[src/hdl/kslp_pkg.sv]
// Package for the short/long key press detector.
// Holds shared widths, register reset values, register indexes and the event type.
// No dependencies.
package kslp_pkg;

    localparam int KEY_W        = 4;
    localparam int CNT_W        = 16;
    localparam int NUM_KEYS_DEF = 4;
    localparam int TDATA_W      = 8;

    localparam logic [CNT_W-1:0] LONG_LIMIT_RST  = 16'd100;
    localparam logic [CNT_W-1:0] SHORT_LIMIT_RST = 16'd3;
    localparam logic [CNT_W-1:0] CNT_MAX         = '1;

    typedef enum logic [0:0] {
        CFG_LONG_LIMIT  = 1'b0,
        CFG_SHORT_LIMIT = 1'b1
    } t_cfg_index;

    typedef struct packed {
        logic [KEY_W-1:0] keys;
        logic             long_press;
    } t_event;

endpackage

[src/hdl/key_short_long_press_detector.sv]
// Short/long key press detector, top level.
// Each input transfer is one scan tick carrying four active-low key pin levels.
// Every tick yields exactly one result transfer: a key mask and a long flag,
// both zero when the tick produced no event.
// A long press is reported once the hold counter exceeds long_limit while keys
// stay down; a short press is reported on release if the counter reached
// short_limit and nothing was reported during that press.
// Channels: slave stream s_axis (tdata = key levels), master stream m_axis
// (tdata = event keys, tuser = long flag), and a config write channel with a
// register index (0 = long_limit, 1 = short_limit) and 16-bit data.
// Each result is registered in the output buffer before it appears on m_axis.
// Throughput: one tick per cycle while s_axis_tready is high; the state update is
// counter compares and flag updates between the input and the result register.
// When the receiver stalls, one result is held and one more goes to a skid
// stage; s_axis_tready falls only while both are occupied.
// Reset (synchronous, active low) clears the press state and output buffer
// and loads long_limit = 100 and short_limit = 3.
// Depends on kslp_pkg, kslp_core and kslp_out_buf.
module key_short_long_press_detector #(
    parameter int NUM_KEYS = kslp_pkg::NUM_KEYS_DEF
) (
    input  logic                         i_clk,
    input  logic                         i_rst_n,
    // Input stream.
    input  logic                         s_axis_tvalid,
    output logic                         s_axis_tready,
    input  logic [kslp_pkg::TDATA_W-1:0] s_axis_tdata,  // [3:0] key_levels, [7:4] zero
    // Result stream.
    output logic                         m_axis_tvalid,
    input  logic                         m_axis_tready,
    output logic [kslp_pkg::TDATA_W-1:0] m_axis_tdata,  // [3:0] event_keys, [7:4] zero
    output logic                         m_axis_tuser,  // [0] long_press
    // Configuration write channel.
    input  logic                         i_cfg_valid,
    output logic                         o_cfg_ready,
    input  logic                         i_cfg_index,
    input  logic [kslp_pkg::CNT_W-1:0]   i_cfg_data
);
    import kslp_pkg::*;

    logic [CNT_W-1:0] r_long_limit;
    logic [CNT_W-1:0] r_short_limit;
    logic             push;
    t_event           core_event;
    t_event           out_event;

    // Configuration is always taken; it is only to be written by the user while the block is idle (not enforced here).
    assign o_cfg_ready = 1'b1;

    always_ff @(posedge i_clk) begin
        if (!i_rst_n) begin
            r_long_limit  <= LONG_LIMIT_RST;
            r_short_limit <= SHORT_LIMIT_RST;
        end else if (i_cfg_valid) begin
            case (t_cfg_index'(i_cfg_index))
                CFG_LONG_LIMIT:  r_long_limit  <= i_cfg_data;
                CFG_SHORT_LIMIT: r_short_limit <= i_cfg_data;
                default:         r_long_limit  <= r_long_limit;
            endcase
        end
    end

    // A tick advances the press state exactly when it is transferred in.
    assign push = s_axis_tvalid & s_axis_tready;

    kslp_core #(
        .NUM_KEYS (NUM_KEYS)
    ) u_core (
        .i_clk         (i_clk),
        .i_rst_n       (i_rst_n),
        .i_push        (push),
        .i_key_levels  (s_axis_tdata[KEY_W-1:0]),
        .i_long_limit  (r_long_limit),
        .i_short_limit (r_short_limit),
        .o_event       (core_event)
    );

    kslp_out_buf u_out_buf (
        .i_clk   (i_clk),
        .i_rst_n (i_rst_n),
        .i_valid (s_axis_tvalid),
        .o_ready (s_axis_tready),
        .i_event (core_event),
        .o_valid (m_axis_tvalid),
        .i_ready (m_axis_tready),
        .o_event (out_event)
    );

    assign m_axis_tdata = {{(TDATA_W-KEY_W){1'b0}}, out_event.keys};
    assign m_axis_tuser = out_event.long_press;

endmodule

[src/hdl/kslp_core.sv]
// Press tracking state and per-tick event decision for the key press detector.
// Depends on kslp_pkg.
module kslp_core #(
    parameter int NUM_KEYS = kslp_pkg::NUM_KEYS_DEF
) (
    input  logic                       i_clk,
    input  logic                       i_rst_n,
    input  logic                       i_push,
    input  logic [kslp_pkg::KEY_W-1:0] i_key_levels,
    input  logic [kslp_pkg::CNT_W-1:0] i_long_limit,
    input  logic [kslp_pkg::CNT_W-1:0] i_short_limit,
    output kslp_pkg::t_event           o_event
);
    import kslp_pkg::*;

    // Only the low NUM_KEYS pins count, never more than the field holds.
    localparam int KeyBits = (NUM_KEYS > KEY_W) ? KEY_W : NUM_KEYS;
    localparam logic [KEY_W-1:0] KeyMask = KEY_W'((1 << KeyBits) - 1);

    logic             r_armed, n_armed;
    logic             r_reported, n_reported;
    logic [KEY_W-1:0] r_held, n_held;
    logic [CNT_W-1:0] r_count, n_count;
    logic [KEY_W-1:0] keys;

    assign keys = ~i_key_levels & KeyMask;

    always_comb begin
        n_armed    = r_armed;
        n_reported = r_reported;
        n_held     = r_held;
        n_count    = r_count;
        o_event    = '0;
        if (!r_armed) begin
            if (keys != '0) begin
                n_reported = 1'b0;
                n_armed    = 1'b1;
                n_count    = '0;
            end
        end else if (keys != '0) begin
            n_held = keys;
            if (r_count > i_long_limit) begin
                if (!r_reported) begin
                    n_reported         = 1'b1;
                    n_count            = '0;
                    o_event.keys       = keys;
                    o_event.long_press = 1'b1;
                end
            end else if (r_count != CNT_MAX) begin
                n_count = r_count + 1'b1;
            end
        end else begin
            // Release: short press, last held mask, if count >= short_limit.
            n_held  = '0;
            n_armed = 1'b0;
            if ((r_count >= i_short_limit) && !r_reported) begin
                n_reported   = 1'b1;
                o_event.keys = r_held;
            end
            n_count = '0;
        end
    end

    always_ff @(posedge i_clk) begin
        if (!i_rst_n) begin
            r_armed    <= 1'b0;
            r_reported <= 1'b0;
            r_held     <= '0;
            r_count    <= '0;
        end else if (i_push) begin
            r_armed    <= n_armed;
            r_reported <= n_reported;
            r_held     <= n_held;
            r_count    <= n_count;
        end
    end

endmodule

[src/hdl/kslp_out_buf.sv]
// Output register with a skid stage for the key press detector results.
// Depends on kslp_pkg.
module kslp_out_buf (
    input  logic             i_clk,
    input  logic             i_rst_n,
    input  logic             i_valid,
    output logic             o_ready,
    input  kslp_pkg::t_event i_event,
    output logic             o_valid,
    input  logic             i_ready,
    output kslp_pkg::t_event o_event
);
    import kslp_pkg::*;

    logic   r_main_v, r_skid_v;
    t_event r_main, r_skid;
    logic   pop, push;

    assign pop     = r_main_v & i_ready;
    assign push    = i_valid & ~r_skid_v;
    assign o_ready = ~r_skid_v;
    assign o_valid = r_main_v;
    assign o_event = r_main;

    always_ff @(posedge i_clk) begin
        if (!i_rst_n) begin
            r_main_v <= 1'b0;
            r_skid_v <= 1'b0;
        end else if (r_skid_v) begin
            if (pop) begin
                r_skid_v <= 1'b0;
            end
        end else if (push) begin
            if (!r_main_v || pop) begin
                r_main_v <= 1'b1;
            end else begin
                r_skid_v <= 1'b1;
            end
        end else if (pop) begin
            r_main_v <= 1'b0;
        end
    end

    always_ff @(posedge i_clk) begin
        if (r_skid_v) begin
            if (pop) begin
                r_main <= r_skid;
            end
        end else if (push) begin
            if (!r_main_v || pop) begin
                r_main <= i_event;
            end else begin
                r_skid <= i_event;
            end
        end
    end

endmodule
[config.mk]
export PLATFORM = sky130hd
export DESIGN_NAME = key_short_long_press_detector
export DESIGN_NICKNAME = d
export VERILOG_FILES = /design/src/hdl/kslp_pkg.sv /design/src/hdl/key_short_long_press_detector.sv /design/src/hdl/kslp_core.sv /design/src/hdl/kslp_out_buf.sv
export SDC_FILE = /design/constraint.sdc
export NUM_CORES = 1
export LEC_CHECK = 0
export BUFFER_PORTS_ARGS = -buffer_cell sky130_fd_sc_hd__buf_2
export CAP_MARGIN = 20
export CORE_MARGIN = 1.5
export CORE_UTILIZATION = 35
export DETAILED_ROUTE_END_ITERATION = 7
export PLACE_DENSITY = 0.49
export REMOVE_ABC_BUFFERS = 1
export SETUP_SLACK_MARGIN = 0.1
export SLEW_MARGIN = 20
export SYNTH_ARGS = -nofsm -noshare
export SYNTH_HDL_FRONTEND = slang
export SYNTH_SLANG_ARGS = --single-unit
[constraint.sdc]
create_clock -name i_clk -period 3.32 [get_ports i_clk]
set_input_delay 0.664 -clock i_clk [delete_from_list [all_inputs] [get_ports i_clk]]
set_output_delay 0.664 -clock i_clk [all_outputs]
set_load 0.1 [all_outputs]
=== Yosys cells after proc, flatten, opt, wreduce, memory -nomap -nowiden ===
Index checks and enable logic that the tools add are counted.

* Register bits after elaboration: 66
* Latch bits: 0
* Memory bits (writable): 0
* ROM bits: 0
* Word-level logic and storage cells: 75
* Memories: 0

* $add $sub $neg: 1
* Multiply operators: 0
* Divide/modulo/power cells: 0
* $lt $le $gt $ge: 2
* Equal/unequal tests: 6
* Shifts and indexed selects: 0
* Muxes and demuxes: 30
* Bitwise operators: 6
* Reductions and logical operators: 18

{| class="wikitable"
|+ Operators by type and width
! kind !! number
|-
| $mux W16 || 6
|-
| $mux W5 || 7
|-
| $add A16 B1 Y16 const B || 1
|-
| $ge A16 B16 Y1 || 1
|-
| $gt A16 B16 Y1 || 1
|-
| $ne A16 B16 Y1 const B || 1
|-
| $mux W1 || 14
|-
| $mux W4 || 3
|-
| $reduce_bool A2 Y1 || 5
|-
| $reduce_and A3 Y1 || 3
|-
| $ne A4 B4 Y1 const B || 2
|-
| $reduce_and A4 Y1 || 2
|-
| $reduce_and A2 Y1 || 3
|-
| $not A4 Y4 || 1
|-
| $reduce_bool A4 Y1 || 1
|-
| $ne A3 B3 Y1 const B || 1
|-
| $not A1 Y1 || 3
|-
| $and A1 B1 Y1 || 2
|-
| $logic_not A1 Y1 || 2
|-
| $ne A2 B1 Y1 const B || 1
|-
| $ne A2 B2 Y1 const B || 1
|-
| $logic_and A1 B1 Y1 || 1
|-
| $logic_or A1 B1 Y1 || 1
|}

=== Logic depth before layout (Yosys ltp) ===
Gate-level depths: netlist of run 1.

* Word-level depth: 8
* Mapped depth: 10
* Depth with buffers taken out: 9

=== Cells and area by module ===
A second synthesis of run 1 with hierarchy kept.

* Cells, all modules: 441
* Area, all modules: 3950.0 um^2

{| class="wikitable"
|+ By module, submodules not included
! module !! instances !! cells an instance !! area an instance (um^2) !! sequential area each (um^2)
|-
| kslp_core || 1 || 274 || 2133.3 || 440.4
|-
| key_short_long_press_detector || 1 || 138 || 1317.5 || 640.6
|-
| kslp_out_buf || 1 || 29 || 499.2 || 340.3
|}

=== Worst setup path before layout of run 1 ===
No wires, ideal clock.

* Path kind: register to register
* Start: reg u_core.r_count[14]
* End: reg u_core.r_count[14]
* Arrival: 2.346 ns
* Required time: 3.246 ns
* Path slack: 0.900 ns
* Stages on the path, launching flop included: 10
* Path buffers: 1
* Cell sequence: dfxtp_1 ha_1 nand4_2 or4_4 o311a_4 or3_4 nor2_4 buf_6 a21oi_2 a31oi_2

* Cells in the longest elaborated chain, start to end: 5
* Elaborated cells between the ends (all ways): 10

{| class="wikitable"
|+ Ends and longest elaborated chain
! element !! RTL line !! RTL
|-
| start, declared || kslp_core.sv:23 || <nowiki>logic [CNT_W-1:0] r_count, n_count;</nowiki>
|-
| start signal, assigned || kslp_core.sv:74 || <nowiki>r_count <= n_count;</nowiki>
|-
| $add A16 B1 Y16 || kslp_core.sv:50 || <nowiki>n_count = r_count + 1'b1;</nowiki>
|-
| $mux W16 || kslp_core.sv:49 || <nowiki>end else if (r_count != CNT_MAX) begin</nowiki>
|-
| $mux W16 || kslp_core.sv:42 || <nowiki>if (r_count > i_long_limit) begin</nowiki>
|-
| $mux W16 || kslp_core.sv:40 || <nowiki>end else if (keys != '0) begin</nowiki>
|-
| $mux W16 || kslp_core.sv:34 || <nowiki>if (!r_armed) begin</nowiki>
|}

Parallel ways exist; a longest one is shown, timed or not. The select of a mux whose other input is x is not followed.
A chain may end at the register's enable or synchronous reset.

=== Worst setup path after layout of run 1 ===
* Start: reg u_core.r_count[14]
* End: reg u_core.r_count[5]

* Cells in the longest elaborated chain, start to end: 4
* Elaborated cells between the ends (all ways): 8

{| class="wikitable"
|+ Ends and longest elaborated chain
! element !! RTL line
|-
| $gt A16 B16 Y1 || kslp_core.sv:42
|-
| $mux W16 || kslp_core.sv:42
|-
| $mux W16 || kslp_core.sv:40
|-
| $mux W16 || kslp_core.sv:34
|}

Parallel ways exist; a longest one is shown, timed or not.

==> results.cfg, run 1 <==
[place]
place_ws_ns = 0.384
placed_cells = 622
place.port_buffers = 32
gp_congestion = 0.779
hpwl_um = 6770

[final_layout]
nNetsFinal = 556
stdcell_count = 638
fillCellCount = 1157
drive_gt1_share_pct = 12.9
areaGrowthSynthToFinish_pct = 11.1
diodes = 0

[worst_setup_path]
worstPathRequired_ns = 3.52
worstSetupEndpointType = register
startpoint_type = register
crit_type = register to register
path_cells = ha_1, nand4_2, or4_1, a21oi_1, o21a_2, nor3_4, a21oi_2, o21ai_0
crit_path_top_delay_cell = a21oi_2
crit_arrival_ns = 3.13
crit_fanout = 14
slowest_delay_ns = 0.57

[clock_tree]
post_cts_buffers = 0
cts_tree = done
cts_buffers = 9
h-tree-depth = 3
cts_resized = 0
root_buffer = clkbuf_8
clockBufferDepth = 2
clk_latency_ns = 0.35
path_clk_slew_ns = 0.08
cts.sinks = 66
cts_hold_buf = 0

[timing]
skew_ns = 0.00865
slew_violations = 0
period_needed_ns = 2.93
tns_ns = 0
setup_viol = 0
worstMarginPinSlew_ns = 0.688
fmax_mhz = 342
slew_headroom_pct = 54.1
hold_violations = 0
rsz0062_at_grt = no
fin_crit_sh_pct = 88.2
setup_slack_ns = 0.393

[logic_synthesis]
ys_seq_area_share_pct = 37.1
yosysUniqueCellTypes = 54
ys_ff_latch = 66
netlist_area_mm2 = 0.00383
avgSynthCellArea_um2 = 8.22
synth_edf_count = 10
syn-instance-count = 466
synth_ff_type = dfxtp_1
synth_warnings = 0
async_flop_share_pct = 0

[die]
die_area_mm2 = 0.0116
fp-row-count = 38
die_x_um = 108
core_mm2 = 0.0107
io_pins = 42
die_y_um = 108
initial_core_util_pct = 35.7

[global_routing]
grt_pass1_vias = 3177
grt_pass1_wl_um = 15400
use_met2_pct = 27.4
grt-ovfl-total = 0
antenna_found_initial = 0
grt_max_degree = 69
grt.total_usage_pct = 17.3
met3_usage_pct = 3.45
top_usage_layer = met2
use_met1_pct = 23.3

[detailed_routing]
vias = 3281
dr.pass1.iters = 5
drt_iter0_drc = 130
drt-total-wl_um = 9290
drc = 0
vias_per_cell = 5.14
wl_per_cell_um = 14.6
antenna_left = 0

[worst_hold_path]
hold_class = register to register

[flow_run]
maxCapViolCount = 0

[power]
peakVddDrop_v = 0.000179
leakagePower_uw = 0.00173
power_density_mw_per_mm2 = 416

[status]
outcome = completed
-- cell usage in the layout (no fill, tap or decap), drive strengths merged, types with 7 or more instances in the layout --
cell type,synthesis,final
clkbuf,13,9
buf,10,37
ha,33,33
o21ai,10,10
a21o,7,7
o211ai,12,12
nand2,113,113
nand4,19,19
nand3,9,9
dfxtp,56,56
a21boi,30,30
inv,41,41
nor2,20,20
edfxtp,10,10
a21oi,15,15
-- final timing paths --
| check | start | slack [ns] | endpoint | depth (start not counted) |
|---|---|---|---|---|
| setup reg to reg | u_core.r_count[14] | 0.39 | u_core.r_count[5] | 8 |
| hold reg to reg | r_long_limit[8] | 0.47 | r_long_limit[8] | 2 |
| hold / removal | r_long_limit[8] | 0.47 | r_long_limit[8] | 2 |
| setup / recovery | u_core.r_count[14] | 0.39 | u_core.r_count[5] | 8 |
-- stage by stage --
stage	hold WS (ns)	util (%)	total power (uW)	instance area (um^2)
after floorplan	0.443	-	1050	3700
after global placement	0.454	37.9	1130	4080
after detailed placement	0.462	37.9	1130	4080
after CTS	0.472	39.6	1800	4260
after global routing	0.492	39.6	1860	4260
final	0.468	39.6	1770	4260
-- routing by layer --
layer / vias to the layer above / share of wire, %
li1: 1683 / -
met4: 0 / 0.88
met1: 1531 / 51
met3: 8 / 2.9
met5: - / 0
met2: 59 / 45
-- power by group --
part / switching, uW / internal [uW]
Clock: 323 / 338
Sequential: 20.0 / 843
Combinational: 179 / 68.9
Total: 522 / 1250
-- area by class of cell --
cell class                      instances  area [um^2]  area share (%)
Multi-Input combinational cell        338         2130            49.9
Clock inverter                          7         60.1            1.41
Timing Repair Buffer                   37          198            4.64
Sequential cell                        66         1420            33.4
Tap cell                              140          175            4.11
Clock buffer                            9          124            2.91
Inverter                               41          154            3.61
-- cell families after synthesis --
kind of cell             Yosys count  share of synthesized area, %
adder cells (fa/ha/maj)           33                          10.8
AND/OR/NAND/NOR                  196                          24.1
other                              2                         0.196
buffers and inverters             65                          7.70
flip-flops                        66                          37.1
AO/OA/AOI/OAI                    104                          20.1
-- worst max-delay path, delay by kind of cell, from the launching register on --
family / cells / cell delay [ns]
AO/OA/AOI/OAI: 4 / 1.26
AND/OR/NAND/NOR: 3 / 0.77
flip-flops: 1 / 0.39
adder cells (fa/ha/maj): 1 / 0.36
-- flip-flops by register name, summed over array words and instances (netlist names) --
signal	flops
r_long_limit	16
r_short_limit	16
u_core.r_count	16
u_out_buf.o_event	5
u_out_buf.r_skid	5
u_core.r_held	4
u_core.r_armed	1
u_core.r_reported	1
u_out_buf.o_valid	1
u_out_buf.r_skid_v	1
-- cell usage after synthesis (2+ instances only) --
master	count	area share (%)
a21o_1	7	1.4
or2_2	2	0.33
nor4_1	2	0.33
a21oi_1	13	1.7
nand2b_1	5	0.82
nand3_1	9	1.2
edfxtp_1	10	7.8
dfxtp_1	56	29
nand2_1	113	11
a21oi_2	2	0.46
a32oi_1	4	0.91
and2_1	4	0.65
o22ai_1	5	0.82
conb_1	2	0.20
clkbuf_1	13	1.3
and3_1	4	0.65
nor3b_1	3	0.59
o211a_1	4	1.0
nor2_1	19	1.9
o21ai_0	10	1.3
buf_6	3	0.88
o32ai_1	2	0.46
o221ai_1	4	0.91
ha_1	33	11
nand4_1	18	2.9
a21boi_0	30	5.9
o211ai_1	12	2.4
buf_4	6	1.2
nor2b_1	4	0.65
inv_1	41	4.0
nor3_1	3	0.39
Note: power is estimated with default switching activity, not from simulation.
==> run 2, diff against run 1 <==
--- a/config.mk
+++ b/config.mk
@@ -5,6 +5,7 @@
 export SDC_FILE = /design/constraint.sdc
 export NUM_CORES = 1
 export LEC_CHECK = 0
+export ABC_AREA = 1
 export BUFFER_PORTS_ARGS = -buffer_cell sky130_fd_sc_hd__buf_2
 export CAP_MARGIN = 20
 export CORE_MARGIN = 1.5
==> run 2 against run 1 <==
Compared with the run above: sequential share of layout area grew 0.18 points; largest power group unchanged; critical endpoint is now u_core.r_count[12]; utilization decreased by 0.21 points; synthesized cell count is 11% higher; fmax grew 26%; area after synthesis is essentially flat; cell count up 7.7%.
==> results.cfg, run 2 <==
[timing]
period_needed_ns = 2.33
timing.hold.ws_ns = 0.461
slew_violations = 0
fmax_mhz = 429
skew_ns = 0.00399
setup_viol = 0
slew_headroom_pct = 41.8
setup_slack_ns = 0.988
worstMarginPinSlew_ns = 0.871
tns_ns = 0
fin_crit_sh_pct = 70.2
rsz0062_at_grt = no
hold_violations = 0

[logic_synthesis]
synth_warnings = 0
yosysTopAreaCell = dfxtp_1
synth_edf_count = 10
async_flop_share_pct = 0
ys_seq_area_share_pct = 37.1
avgSynthCellArea_um2 = 7.44
synth_fa_ha_area_share_pct = 10.8
synth_xor_area_share_pct = 2.29
synth_compound_area_share_pct = 14.7
yosys-top-cells-count = 97 x nand2_1, 70 x inv_1, 65 x a21oi_1
synth_top_area_share_pct = 29.3
synth_top_family_by_area = simple AND/OR/NAND/NOR gates
syn-instance-count = 515
synth_ff_type = dfxtp_1
ys_ff_latch = 66
synth_simple_gate_area_share_pct = 24.3
synthMuxAreaShare_pct = 0
netlist_area_mm2 = 0.00383
synth_area_leaders = dfxtp_1 29%, ha_1 11%, nand2_1 9.5%
synth.most_common_cell = nand2_1
yosysUniqueCellTypes = 34

[final_layout]
drive_gt1_share_pct = 11.5
fillCellCount = 1188
diodes = 0
areaGrowthSynthToFinish_pct = 10.6
top_regs = r_long_limit x16, r_short_limit x16, u_core.r_count x16
final_cell_mix = 97 x nand2_1, 70 x inv_1, 65 x a21oi_1, 56 x dfxtp_1, 40 x nor2_1
nNetsFinal = 605
stdcell_count = 687
final_common_cell = nand2_1
post-route-cell-area_mm2 = 0.00424

[clock_tree]
cts_buffers = 9
post_cts_buffers = 0
cts.sinks = 66
cts_resized = 0
cts_hold_buf = 0
clockBufferDepth = 2
cts_tree = done
clk_latency_ns = 0.35
root_buffer = clkbuf_8
h-tree-depth = 3
path_clk_slew_ns = 0.08

[die]
initial_core_util_pct = 35.7
core_mm2 = 0.0107
io_pins = 42
fp-row-count = 38
die_x_um = 108
die_area_mm2 = 0.0116
die_y_um = 108

[worst_hold_path]
hold_class = register to register
hold_depth = 2
worstHoldStart = r_long_limit[3]

[global_routing]
grt_pass1_vias = 2994
antenna_found_initial = 0
grt.total_usage_pct = 16.4
grt_max_degree = 31
grt_pass1_wl_um = 14700
grt-ovfl-total = 0

[worst_setup_path]
crit_type = register to register
worstSetupEndpointType = register
worstPathRequired_ns = 3.60
rr_worst_depth = 10
crit_arrival_ns = 2.61
startpoint = u_core.r_count[0]
crit_fanout = 12
r2r_start = u_core.r_count[0]
startpoint_type = register

[detailed_routing]
drt_iter0_drc = 138
drc = 0
vias_per_cell = 4.72
dr.pass1.iters = 5
wl_per_cell_um = 12.3
antenna_left = 0
vias = 3244
drt-total-wl_um = 8460

[status]
outcome = completed

[place]
place_ws_ns = 0.921
dpl-instance-area_mm2 = 0.00407
gp_congestion = 0.807
place.port_buffers = 32
hpwl_um = 6270
placed_cells = 671

[power]
leakagePower_uw = 0.00192
peakVddDrop_v = 0.000198
power_density_mw_per_mm2 = 425

[flow_run]
maxCapViolCount = 0
[run 2: worst paths after layout]
kind / to / slack (ns)
max: u_core.r_count[12] / 0.99
min reg2reg: r_long_limit[3] / 0.46
min: r_long_limit[3] / 0.46
max reg2reg: u_core.r_count[12] / 0.99
[run 2: power by group]
part	leakage [uW]	internal [uW]	switching (uW)	total (uW)
sequential	0.000565	853	23.7	877
combinational	0.00127	88.6	234	322
clock	0.0000807	268	333	600
total	0.00192	1210	590	1800
[run 2: kinds of logic after synthesis]
group	count (synthesis)
buffers and inverters	93
XOR/XNOR	10
AND/OR/NAND/NOR	202
AO/OA/AOI/OAI	109
other	2
flip-flops	66
adder cells (fa/ha/maj)	33
[run 2: routing by layer]
layer	share of wire (%)	vias up	wire length, um	track usage (%)
met1	53	1445	4470	22.6
li1	-	1748	-	-
met5	0	-	0	0
met4	1.2	0	99	5.36
met2	43	45	3680	24.9
met3	2.6	6	222	4.18
[run 2: metrics by stage]
stage               utilization (%)  power, uW
floorplan                         -       1130
global placement               37.9       1220
detailed placement             37.9       1220
CTS                            39.4       1830
global route                   39.4       1910
finish                         39.4       1800
[run 2: worst max-delay path: stages, from the launching register on]
cell	delay, ns
dfxtp_1	0.50
inv_1	0.13
ha_1	0.29
nand2_1	0.05
nor2_1	0.15
nand3_1	0.22
nand2_4	0.18
nand2_1	0.29
nor2_1	0.22
nand3_1	0.09
a21oi_1	0.13
[run 2: area by class of cell]
| cell class | instances | area [um^2] | share of cell area [%] |
|---|---|---|---|
| multi-input cells | 359 | 2010 | 47.5 |
| flip-flops and latches | 66 | 1420 | 33.5 |
| inverters | 72 | 283 | 6.67 |
| repair buffers | 34 | 175 | 4.13 |
| well taps | 140 | 175 | 4.13 |
| clock buffers | 9 | 124 | 2.92 |
| clock inverters | 7 | 45.0 | 1.06 |
